--- src/rtl/sges_pkg.sv ---
// shared types and constants for the shrinking gap exchange sorter
package sges_pkg;

   localparam int MAX_ELEMENTS_DEFAULT = 4096;

   // gap arithmetic
   localparam int WIDE_SHIFT       = 12;
   localparam int FIRST_GAP_SHIFT  = 7;
   localparam int STEP_SHIFT_HI    = 15;
   localparam int STEP_SHIFT_LO    = 14;
   localparam int RESTART_GAP_BASE = 8;

   typedef struct packed {
      logic               mode;
      logic signed [31:0] load_value;
      logic               final_load;
      logic [11:0]        read_index;
   } req_type;

   typedef struct packed {
      logic signed [31:0] read_value;
      logic [12:0]        stored_count;
   } rsp_type;

   localparam logic MODE_LOAD = 1'b0;
   localparam logic MODE_READ = 1'b1;

   typedef enum logic [3:0] {
      DP_NOP,
      DP_LOAD,
      DP_READ,
      DP_INIT,
      DP_ROUND,
      DP_PAIR_READ,
      DP_EVAL,
      DP_WB,
      DP_WB_ADV,
      DP_GAP_GROW,
      DP_SKIP,
      DP_RETREAT,
      DP_UPPER_DEC,
      DP_RESTART
   } dp_op_type;

   typedef struct packed {
      dp_op_type op;
      logic      mark;
   } cmd_type;

   typedef struct packed {
      logic few_elements;
      logic lower_lt_upper;
      logic upper_lt_n;
      logic lower_zero;
      logic sorted;
   } status_type;

endpackage

--- src/rtl/sges_ctrl.sv ---
// sort sequencer: walks the gap rounds and drives the datapath one step per cycle
module sges_ctrl (
   input  logic                 clock,
   input  logic                 reset,
   input  logic                 start,
   input  sges_pkg::req_type    req_item,
   input  sges_pkg::status_type status,
   output logic                 busy,
   output sges_pkg::cmd_type    cmd
);
   import sges_pkg::*;

   typedef enum logic [3:0] {
      S_IDLE,
      S_INIT,
      S_ROUND,
      S_OUTER,
      S_FWD,
      S_FWD_EVAL,
      S_FWD_WB,
      S_GAP,
      S_SKIP,
      S_BWD,
      S_BWD_RD,
      S_BWD_EVAL,
      S_BWD_WB,
      S_ROUND_END
   } state_type;

   state_type state_ff, state_in;

   always_comb begin
      state_in = state_ff;
      cmd.op   = DP_NOP;
      cmd.mark = 1'b0;
      case (state_ff)
         S_IDLE: begin
            if (start) begin
               if (req_item.mode == MODE_READ) begin
                  cmd.op = DP_READ;
               end else begin
                  cmd.op = DP_LOAD;
                  if (req_item.final_load) begin
                     state_in = S_INIT;
                  end
               end
            end
         end
         S_INIT: begin
            cmd.op   = DP_INIT;
            state_in = status.few_elements ? S_IDLE : S_ROUND;
         end
         S_ROUND: begin
            cmd.op   = DP_ROUND;
            state_in = S_OUTER;
         end
         S_OUTER: begin
            state_in = status.lower_lt_upper ? S_FWD : S_ROUND_END;
         end
         S_FWD: begin
            if (status.upper_lt_n) begin
               cmd.op   = DP_PAIR_READ;
               state_in = S_FWD_EVAL;
            end else begin
               state_in = S_GAP;
            end
         end
         S_FWD_EVAL: begin
            cmd.op   = DP_EVAL;
            state_in = S_FWD_WB;
         end
         S_FWD_WB: begin
            cmd.op   = DP_WB_ADV;
            state_in = S_FWD;
         end
         S_GAP: begin
            cmd.op   = DP_GAP_GROW;
            state_in = S_SKIP;
         end
         S_SKIP: begin
            cmd.op   = DP_SKIP;
            state_in = S_BWD;
         end
         S_BWD: begin
            if (status.lower_zero) begin
               cmd.op   = DP_UPPER_DEC;
               state_in = S_OUTER;
            end else begin
               cmd.op   = DP_RETREAT;
               state_in = S_BWD_RD;
            end
         end
         S_BWD_RD: begin
            cmd.op   = DP_PAIR_READ;
            state_in = S_BWD_EVAL;
         end
         S_BWD_EVAL: begin
            // backward passes count toward the done test
            cmd.op   = DP_EVAL;
            cmd.mark = 1'b1;
            state_in = S_BWD_WB;
         end
         S_BWD_WB: begin
            cmd.op   = DP_WB;
            state_in = S_BWD;
         end
         S_ROUND_END: begin
            if (status.sorted) begin
               state_in = S_IDLE;
            end else begin
               cmd.op   = DP_RESTART;
               state_in = S_ROUND;
            end
         end
         default: begin
            state_in = S_IDLE;
         end
      endcase
   end

   always_ff @(posedge clock) begin
      if (reset) begin
         state_ff <= S_IDLE;
      end else begin
         state_ff <= state_in;
      end
   end

   assign busy = state_ff != S_IDLE;

endmodule

--- config.mk ---
export PLATFORM = sky130hd
export DESIGN_NAME = sges_ctrl
export DESIGN_NICKNAME = d
export VERILOG_FILES = /design/src/rtl/sges_pkg.sv /design/src/rtl/sges_ctrl.sv
export SDC_FILE = /design/constraint.sdc
export NUM_CORES = 1
export LEC_CHECK = 0
export ABC_CLOCK_PERIOD_IN_PS = 1320
export BUFFER_PORTS_ARGS = -buffer_cell sky130_fd_sc_hd__buf_2
export CAP_MARGIN = 30
export CELL_PAD_IN_SITES_DETAIL_PLACEMENT = 1
export CELL_PAD_IN_SITES_GLOBAL_PLACEMENT = 2
export CORE_MARGIN = 3
export CORE_UTILIZATION = 13
export CTS_CLUSTER_SIZE = 16
export DETAILED_ROUTE_END_ITERATION = 16
export MAX_ROUTING_LAYER = met4
export PLACE_DENSITY_LB_ADDON = 0.1
export SLEW_MARGIN = 25
export SYNTH_ARGS = -nofsm -noshare
export SYNTH_HDL_FRONTEND = slang
export SYNTH_SLANG_ARGS = --single-unit
--- constraint.sdc ---
create_clock -name clock -period 1.32 [get_ports clock]
set_input_delay 0.264 -clock clock [delete_from_list [all_inputs] [get_ports clock]]
set_output_delay 0.264 -clock clock [all_outputs]
set_load 0.02 [all_outputs]
* Yosys cells after proc, flatten, opt, wreduce, memory -nomap -nowiden *
Index checks and enable logic that the tools add are counted.

word-level totals
  register bits after elaboration = 4
  input port bits = 54
  output and inout port bits = 6

cells by class
  eq/ne operators = 16
  muxes and demuxes = 16
  reductions and logical operators = 5

operators by type and width
  cell                                           count
  case mux 4 bit (13 select lines)               1
  case mux 4 bit (12 select lines)               1
  == test 4 bit, second input constant           6
  two-way mux 4 bit                              6
  == test 4 x 3 -> 1 bit, second input constant  4
  two-way mux 2 bit                              5
  == test 4 x 2 -> 1 bit, second input constant  2
  two-way mux 3 bit                              2
  inequality test 2 bit, second input constant   3
  == test 4 x 1 -> 1 bit, second input constant  1
  logical NOT 4 bit                              1
  nonzero test 4 bit                             1
  OR reduction 2 bit                             2
  AND reduction 3 bit                            1
  two-way mux 1 bit                              1

* Logic depth before layout (Yosys ltp) *
Gate-level depths: netlist of run 1.

  depth after elaboration = 4
  mapped depth = 5

* Worst setup path before layout of run 1 *
OpenSTA, ideal clock, no wires.

  kind = register to output
  start = register state_ff[2]
  end = output cmd[3] (netlist bit)
  arrival time = 1.232 ns
  setup slack = -0.176 ns
  stages on the path, launching flop included = 4
  buffers on the path = 1
  path through = dfxtp_1 -> buf_6 -> nand2b_1 -> o311ai_1

RTL lines
  element                   line              RTL
  start: declaration        sges_ctrl.sv:30   state_type state_ff, state_in;
  start signal: assignment  sges_ctrl.sv:125  state_ff <= state_in;
  end: declaration          sges_ctrl.sv:9    output sges_pkg::cmd_type cmd

==> reports/metrics.yaml, run 1 <==
finish:
  nets: 160
  regMostFlops: "state_ff"
  antenna_cells: 0
  final_area_um2: 915
  area_growth_pct: 97.6
  fin_cells: 150
  largest_reg_flops: 4
  drive_gt1_share_pct: 62.5
  largestRegisters: "state_ff: 4 flops"
  num-fill-cells: 416
timing:
  period_needed_ns: 1.63
  finalHoldViolCount: 0
  hold_ws_ns: 0.239
  tightest_slew_ns: 0.241
  setup_slack_ns: -0.306
  max_freq_mhz: 615
  fin_skew_ns: 0.00316
  post-route-period-util_pct: 123
  final_max_slew_viol_count: 0
  setup_viol: 6
  rsz0062_at_grt: "true"
  slew_headroom_pct: 83.8
grt:
  grt_pass1_wl_mm: 2.98
  antenna_found_initial: 0
  grt_max_degree: 9
  grt_overflow: 0
  grt.total_usage_pct: 9.50
  grt_pass1_vias: 608
detailed_routing:
  drt_iter0_drc: 15
  firstDrtPassIters: 4
  wire_per_inst_um: 12.3
  postRouteAntennaNets: 0
  via_per_inst: 4.01
  num_vias: 602
  drc: 0
  postRouteWirelength_mm: 1.84
cts:
  ctsHoldBuffers: 0
  insertion_delay_ns: 0.23
  cts_sinks: 4
  cts_root_buf: "clkbuf_4"
  clockBufferDepth: 2
  cts_tree: "built"
  htreeDepth: 1
  cts_inserted_buffers: 3
  clk_pin_slew_worst_paths_ns: 0.04
critical_path:
  worst-path-buf-inv: 1
  r2r-start: "state_ff[1]"
  crit_arrival_ns: 1.36
  reg2reg_to: "state_ff[0]"
  cp-start-kind: "flip-flop"
  path_class: "reg2out"
  r2r_cells: 6
  critPathTopFamily: "compound AO/OA/AOI/OAI gates"
  r2r_slack_ns: 0.06
  cpMaxStageDelayCell: "dfxtp_4"
  worst_ep_required_time_ns: 1.06
  endpoint_kind: "primary output"
  crit_chain: "xor2_2 -> a2bb2oi_2 -> o32a_4 -> o311ai_4 -> buf_6"
  cp_slowest_stage_delay_ns: 0.35
  crit_fanout: 4
synth:
  ys_ff_latch: 4
  syn_inst: 66
  avgSynthCellArea_um2: 7.01
  synth_area_um2: 463
  synth_cell_types: 32
  synth_seq_area_share_pct: 17.3
  syn_nets: 120
  ys_warn_count: 0
job:
  cap_violations: 0
floorplanning:
  start_util_pct: 13.7
  die_h_um: 65.7
  dieWidth_um: 65.7
  io_pins: 60
  fp.dieArea_mm2: 0.00431
  row_count: 21
  core_mm2: 0.00339
pwr:
  powerDensity_mw_per_mm2: 424
  ir_worst_vdd_v: 0.000399
  finalPower_uw: 388
  p_leak_uw: 0.000383
hold_path:
  whs_path_depth: 2
  holdCritPathClass: "in2reg"
  hold_end: "state_ff[2]"
  min-delay-start: "reset"
run_status:
  outcome: "finished, violations left"
  failed_checks: "setup timing"
place:
  io_buffers: 15
  dp_worst_setup_slack_ns: -0.226
  placedCellCount: 145
  placed_area_um2: 732
  hpwl_mm: 1.50
  place_congestion: 0.714
-- cell families after synthesis --
family | after synthesis | synth area share, %
simple gates | 28 | 30.8
buf+inv | 9 | 14.1
compound gates | 24 | 36.0
xor+xnor | 1 | 1.89
flops | 4 | 17.3
-- synthesized netlist by cell type (all sizes together) --
cell      n  area share [%]
a2bb2oi   1             1.9
bufbuf    1             4.1
inv       5             4.1
a31oi     3             4.1
nand2b    2             3.2
dfxtp     4              17
o21ai     6             8.1
nor2b     3             4.1
buf       3             5.9
o32a      1             2.4
a21oi     5             6.2
nor3b     1             2.7
o22a      1             1.9
and2      2             2.7
a211oi    1             1.6
or2b      1             1.6
nor2     12              10
xor2      1             1.9
o311ai    1             1.9
or3       1             1.4
o31ai     1             1.6
nand2     6             4.9
a22oi     1             1.6
o22ai     2             2.7
a22o      1             1.9
-- report_power, final --
| part | switching, uW | internal (uW) |
|---|---|---|
| Clock | 42.7 | 101 |
| Sequential | 3.18 | 118 |
| Combinational | 58.5 | 64.0 |
| Total | 104 | 283 |
-- cell usage in the layout, fill, tap and decap left out, types with 2 or more instances in the layout --
master    instances
buf_4            18
buf_6            11
buf_2            10
nor2_1            8
nand2_1           5
inv_1             4
a21oi_1           4
o21ai_2           3
a31oi_1           3
clkbuf_4          3
dfxtp_4           3
nand2b_4          2
nor2_4            2
nor2_2            2
o21ai_0           2
o22ai_1           2
nor2b_1           2
-- metal layers --
layer | global-route usage (%) | part of all wire (%)
met1 | 11.7 | 45
met2 | 16.1 | 53
met3 | 1.54 | 1.9
met4 | 2.33 | 0.33
met5 | - | 0
-- metrics by stage --
| step | setup TNS [ns] | utilization [%] |
|---|---|---|
| 5_1_grt | -1.68 | 27.0 |
| 2_1_floorplan | 0 | - |
| 3_5_place_dp | -0.879 | 21.6 |
| 3_3_place_gp | -0.850 | 21.6 |
| 4_1_cts | -1.42 | 25.7 |
| 6_report | -1.30 | 27.0 |
-- timing repair --
action | CTS | global route
hold endpoints to repair | 0 | 0
gates cloned | 1 | 0
buffers inserted | 1 | 0
pin swaps | 4 | 1
setup endpoints to repair | 9 | 8
resized for setup | 30 | 11
-- area by class of cell --
type,instances,area (um2),share of cell area [%]
Clock buffer,3,22.5,2.46
Inverter,5,18.8,2.05
Multi-Input combinational cell,53,414,45.3
Sequential cell,4,92.6,10.1
Tap cell,46,57.6,6.29
Timing Repair Buffer,39,309,33.8
-- worst max-delay path by stage --
| stage | cells past startpoint | slack (ns) | to | from |
|---|---|---|---|---|
| floorplan | 3 | 0.002 | cmd[2] | state_ff[2] |
| global placement | 4 | -0.20 | cmd[3] | state_ff[3] |
| detailed placement | 4 | -0.23 | cmd[3] | state_ff[3] |
| CTS | 5 | -0.29 | cmd[3] | state_ff[1] |
| global route | 5 | -0.38 | cmd[3] | state_ff[1] |
| finish | 5 | -0.31 | cmd[3] | state_ff[1] |
Note: power is estimated with default switching activity, not from simulation.
==> run 2: changes to the inputs <==
--- a/config.mk
+++ b/config.mk
@@ -16,6 +16,7 @@
 export DETAILED_ROUTE_END_ITERATION = 16
 export MAX_ROUTING_LAYER = met4
 export PLACE_DENSITY_LB_ADDON = 0.1
+export SKIP_CTS_REPAIR_TIMING = 1
 export SLEW_MARGIN = 25
 export SYNTH_ARGS = -nofsm -noshare
 export SYNTH_HDL_FRONTEND = slang
==> reports/metrics.yaml, run 2 (synthesis results as in run 1) <==
pwr:
  clkPwrFrac_pct: 37.0  # about the same
  sequentialPowerShare_pct: 31.3  # about the same
  p_comb_share_pct: 31.7  # about the same
  p_int_uw: 284  # about the same
  ir_worst_vdd_v: 0.000399  # about the same
  powerDensity_mw_per_mm2: 425  # +0.12%
  p_leak_uw: 0.000386  # +0.75%
  switching_share_pct: 27.0  # +0.13 points
  switchingPower_uw: 105  # +0.73%
place:
  dp_worst_setup_slack_ns: -0.226  # unchanged
  hpwl_mm: 1.50  # unchanged
  io_buffers: 15  # unchanged
  place_congestion: 0.714  # unchanged
grt:
  met2_usage_pct: 13.8  # -2.4 points
  antenna_found_initial: 0  # unchanged
  grt.total_usage_pct: 8.69  # -0.81 points
  grt_pass1_vias: 587  # -3.5%
  grt_pass1_wl_mm: 2.77  # -6.9%
  met3_usage_pct: 1.54  # unchanged
  grt_max_degree: 10  # +1
  met1_usage_pct: 11.3  # -0.33 points
  grt_overflow: 0  # unchanged
  grt.busiest_layer: "met2"
job:
  cap_violations: 0  # unchanged
timing:
  setup_slack_ns: -0.292  # +0.0141 ns
  final_max_slew_viol_count: 0  # unchanged
  max_freq_mhz: 621  # +0.88%
  slew_headroom_pct: 84.2  # +0.38 points
  fin_skew_ns: 0.00316  # unchanged
  finalHoldViolCount: 0  # unchanged
  post-route-period-util_pct: 122  # -1.1 points
  setup_viol: 6  # unchanged
  tightest_slew_ns: 0.235  # -0.00571 ns
  period_needed_ns: 1.61  # -0.0141 ns
  rsz0062_at_grt: "true"
floorplanning:
  die_h_um: 65.7  # unchanged
  core_mm2: 0.00339  # unchanged
  dieWidth_um: 65.7  # unchanged
  io_pins: 60  # unchanged
  fp.dieArea_mm2: 0.00431  # unchanged
  row_count: 21  # unchanged
  start_util_pct: 13.7  # unchanged
cts:
  cts_root_buf: "clkbuf_4"
  insertion_delay_ns: 0.23  # about the same
  clockBufferDepth: 2  # unchanged
  cts_tree: "built"
  cts_inserted_buffers: 3  # unchanged
  clk_pin_slew_worst_paths_ns: 0.04  # about the same
  cts_sinks: 4  # unchanged
  htreeDepth: 1  # unchanged
finish:
  final_core_util_pct: 27.0  # +0.037 points
  nets: 160  # unchanged
  largestRegisters: "state_ff: 4 flops"
  area_growth_pct: 97.8
  largest_reg_flops: 4  # unchanged
  regMostFlops: "state_ff"
  drive_gt1_share_pct: 64.4  # +1.9 points
  antenna_cells: 0  # unchanged
  final_cell_mix: "22 x buf_4, 9 x buf_2, 8 x nor2_1, 7 x buf_6, 5 x nand2_1"
  layout_commonest_cell: "buf_4"
detailed_routing:
  postRouteAntennaNets: 0  # unchanged
  wire_per_inst_um: 12.3  # +0.54%
  via_per_inst: 4.04  # +0.66%
  firstDrtPassIters: 4  # unchanged
  postRouteWirelength_mm: 1.85  # +0.54%
  drt_iter0_drc: 15  # unchanged
  drc: 0  # unchanged
  num_vias: 606  # +0.66%
critical_path:
  path_class: "reg2out"
  cp-start-kind: "flip-flop"
  crit_arrival_ns: 1.35  # about the same
  endpoint_kind: "primary output"
  crit_fanout: 3  # -1
  worst_ep_required_time_ns: 1.06  # about the same
run_status:
  failed_checks: "setup timing"
  outcome: "finished, violations left"
hold_path:
  holdCritPathClass: "in2reg"
[run 2: cell counts in the layout (fill, tap and decap cells not counted)]
No cell type changed its count.
[run 2: layer usage]
layer,part of all wire (%),wire length [um]
met1,46,845
met2,52,970
met3,1.6,29
met4,0.32,6
met5,0,0
[run 2: final cells by class]
type	count	area, um2
clock buffer	3	22.5
fill	425	2470
inverter	5	18.8
multi-input combinational	53	420
sequential	4	92.6
tap	46	57.6
timing repair buffer	39	304
[run 2: path summary, 6_finish.rpt]
kind / endpoint / startpoint / cells past startpoint / slack, ns
setup / recovery: cmd[3] / state_ff[1] / 5 / -0.29
hold reg to reg: state_ff[2] / state_ff[0] / 3 / 0.68
setup reg to reg: state_ff[1] / state_ff[2] / 6 / 0.07
hold / removal: state_ff[2] / reset / 2 / 0.24
[run 2: critical path, cell delays in order, from the launching register on]
cell and delay [ns]:
dfxtp_4 0.35, xor2_2 0.18, a2bb2oi_2 0.15, o32a_4 0.20, o311ai_4 0.09, buf_6 0.14
[run 2: power groups by stage]
stage	combinational, uW	sequential, uW	clock (uW)
6_report	123	122	144
5_1_grt	135	122	163
4_1_cts	103	127	152
3_5_place_dp	102	128	0
3_3_place_gp	103	129	0
2_1_floorplan	50.4	127	0
[run 2: per-stage QoR]
stage          instances  hold slack [ns]  power (uW)  instance area, um2  TNS, ns
6_report             150            0.239         389                 916    -1.38
5_1_grt              150            0.242         420                 916    -1.72
4_1_cts              148            0.223         381                 754    -2.37
3_5_place_dp         145            0.468         230                 732   -0.879
3_3_place_gp         145            0.461         231                 732   -0.850
2_1_floorplan         66            0.336         178                 480        0
==> run 3: changes to the inputs <==
--- a/config.mk
+++ b/config.mk
@@ -5,17 +5,19 @@
 export SDC_FILE = /design/constraint.sdc
 export NUM_CORES = 1
 export LEC_CHECK = 0
+export ABC_AREA = 1
 export ABC_CLOCK_PERIOD_IN_PS = 1320
 export BUFFER_PORTS_ARGS = -buffer_cell sky130_fd_sc_hd__buf_2
 export CAP_MARGIN = 30
 export CELL_PAD_IN_SITES_DETAIL_PLACEMENT = 1
 export CELL_PAD_IN_SITES_GLOBAL_PLACEMENT = 2
 export CORE_MARGIN = 3
-export CORE_UTILIZATION = 13
+export CORE_UTILIZATION = 11
 export CTS_CLUSTER_SIZE = 16
 export DETAILED_ROUTE_END_ITERATION = 16
 export MAX_ROUTING_LAYER = met4
 export PLACE_DENSITY_LB_ADDON = 0.1
+export SETUP_SLACK_MARGIN = 0.15
 export SKIP_CTS_REPAIR_TIMING = 1
 export SLEW_MARGIN = 25
 export SYNTH_ARGS = -nofsm -noshare
==> reports/metrics.yaml, run 3 <==
detailed_routing:
  met3_length_um: 36  # +24%
  topRoutingLayerUsed: "met3"
  via_per_inst: 3.82  # -5.4%
  m1WireLength_um: 962  # +14%
  postRouteAntennaNets: 0  # unchanged
  wl_met2_um: 959  # -1.1%
  drc: 0  # unchanged
  num_vias: 692  # +14%
  firstDrtPassIters: 2  # -2
  postRouteWirelength_mm: 1.96  # +5.7%
  wire_per_inst_um: 10.8  # -12%
  drt_iter0_drc: 11  # -4
timing:
  setup_slack_ns: -0.264  # +0.0277 ns
  finalHoldViolCount: 0  # unchanged
  max_freq_mhz: 631  # +1.7%
  rsz0062_at_grt: "true"
  post-route-period-util_pct: 120  # -2.1 points
  period_needed_ns: 1.58  # -0.0277 ns
  hold_ws_ns: 0.289  # +0.0504 ns
  slew_headroom_pct: 84.8  # +0.67 points
  tightest_slew_ns: 0.227  # -0.00852 ns
  final_max_slew_viol_count: 0  # unchanged
  fin_skew_ns: 0.00499  # +0.00183 ns
  setup_viol: 6  # unchanged
critical_path:
  endpoint_kind: "primary output"
  worst_ep_required_time_ns: 1.06  # about the same
  crit_fanout: 4  # +1
  path_class: "reg2out"
  cp-start-kind: "flip-flop"
  crit_chain: "buf_4 -> nor2_4 -> nand2_1 -> nand3b_1 -> inv_1 -> nand3_2 -> buf_6"
  cpMaxStageDelayCell: "dfxtp_4"
  crit_arrival_ns: 1.32  # -0.03 ns
  cp_slowest_stage_delay_ns: 0.35  # about the same
synth:
  synth_most_common_cell: "nand2_1"
  synth_cell_types: 17  # -47%
  synth_top_area_share_pct: 22.1  # +4.8 points
  synth_seq_area_share_pct: 18.1  # +0.83 points
  syn_inst: 84  # +27%
  synth_edf_count: 0  # unchanged
  yosysTopAreaCell: "nand2_1"
  syn_nets: 138  # +15%
  ys_warn_count: 0  # unchanged
  yosys-top-cells-area: "nand2_1 22%, dfxtp_1 18%, nor2_1 15%"
  avgSynthCellArea_um2: 5.26  # -25%
  synth_area_um2: 442  # -4.6%
  async_flop_share_pct: 0  # unchanged
  synth-main-ff-cell: "dfxtp_1"
  ys_ff_latch: 4  # unchanged
  synthTopCellsByCount: "26 x nand2_1, 18 x nor2_1, 9 x inv_1, 8 x nand3_1"
run_status:
  failed_checks: "setup timing"
  outcome: "finished, violations left"
floorplanning:
  dieWidth_um: 69.4  # +5.6%
  start_util_pct: 11.7  # -1.9 points
  io_pins: 60  # unchanged
  fp.dieArea_mm2: 0.00481  # +12%
  die_h_um: 69.4  # +5.6%
  row_count: 22  # +4.8%
  core_mm2: 0.00377  # +11%
finish:
  area_growth_pct: 126
  multi_input_area_um2: 408  # -3.0%
  regMostFlops: "state_ff"
  num-fill-cells: 480  # +13%
  largestRegisters: "state_ff: 4 flops"
  fin_cells: 181  # +21%
  ff_latch_area_um2: 95.1  # +2.7%
  antenna_cells: 0  # unchanged
  nets: 188  # +18%
  final_cell_mix: "29 x buf_4, 17 x nand2_1, 11 x buf_2, 10 x nor2_1"
  largest_reg_flops: 4  # unchanged
  drive_gt1_share_pct: 62.4  # -2.0 points
  layout_commonest_cell: "buf_4"
cts:
  insertion_delay_ns: 0.22  # about the same
  htreeDepth: 1  # unchanged
  clockBufferDepth: 2  # unchanged
  cts_tree: "built"
  clk_pin_slew_worst_paths_ns: 0.03  # about the same
  cts_inserted_buffers: 3  # unchanged
  cts_root_buf: "clkbuf_8"
  cts_sinks: 4  # unchanged
grt:
  grt_pass1_wl_mm: 3.30  # +19%
  grt.total_usage_pct: 8.58  # -0.11 points
  antenna_found_initial: 0  # unchanged
  grt_pass1_vias: 709  # +21%
  grt_overflow: 0  # unchanged
  grt_max_degree: 8  # -2
place:
  hpwl_mm: 1.67  # +11%
  place_congestion: 0.734  # +2.8%
  placedCellCount: 169  # +17%
  io_buffers: 15  # unchanged
job:
  cap_violations: 0  # unchanged
hold_path:
  holdCritPathClass: "in2reg"
pwr:
  powerDensity_mw_per_mm2: 786  # +85%
  ir_worst_vdd_v: 0.000667  # +67%
  p_leak_uw: 0.000501  # +30%
run 3: routing by layer:
layer / GRT usage [%] / vias to the layer above
met5: - / -
met4: 2.60 / 0
met3: 1.16 / 0
met2: 14.3 / 6
met1: 10.7 / 323
li1: - / 363
run 3: critical path, delay by kind of cell (launching register included):
family,cells,cell delay [ns]
buffers and inverters,3,0.31
DFF,1,0.35
and+or+nand+nor,4,0.44
run 3: final timing paths:
path / start / end / slack, ns / cells past startpoint
setup / recovery: state_ff[2] / cmd[3] / -0.26 / 7
hold / removal: reset / state_ff[1] / 0.29 / 2
setup reg to reg: state_ff[2] / state_ff[1] / 0.10 / 7
hold reg to reg: state_ff[3] / state_ff[0] / 0.62 / 3
run 3: layout make-up:
| class | count | area share, % |
|---|---|---|
| tap | 48 | 6.02 |
| multi-input combinational | 68 | 40.9 |
| sequential | 4 | 9.54 |
| timing repair buffer | 46 | 34.1 |
| clock buffer | 4 | 4.52 |
| inverter | 11 | 4.89 |
run 3: kinds of logic after synthesis:
group,count (synthesis),share of synthesized area [%]
and+or+nand+nor,59,58.6
AOI/OAI and AO/OA,9,12.2
buffers and inverters,12,11.0
DFF,4,18.1
run 3: metrics by stage:
| stage | total power, uW | setup slack, ns | util [%] | cell area, um2 | TNS [ns] |
|---|---|---|---|---|---|
| after floorplan | 311 | 0.112 | - | 499 | 0 |
| after global placement | 451 | -0.119 | 21.1 | 796 | -0.338 |
| after detailed placement | 450 | -0.107 | 21.1 | 796 | -0.341 |
| after CTS | 727 | -0.346 | 22.3 | 841 | -1.52 |
| after global routing | 847 | -0.343 | 26.4 | 997 | -1.69 |
| final | 784 | -0.264 | 26.4 | 997 | -1.25 |
run 3: report_power, final:
part / internal, uW / switching (uW)
clock network: 206 / 61.8
registers: 131 / 18.6
logic: 180 / 186
total: 517 / 266
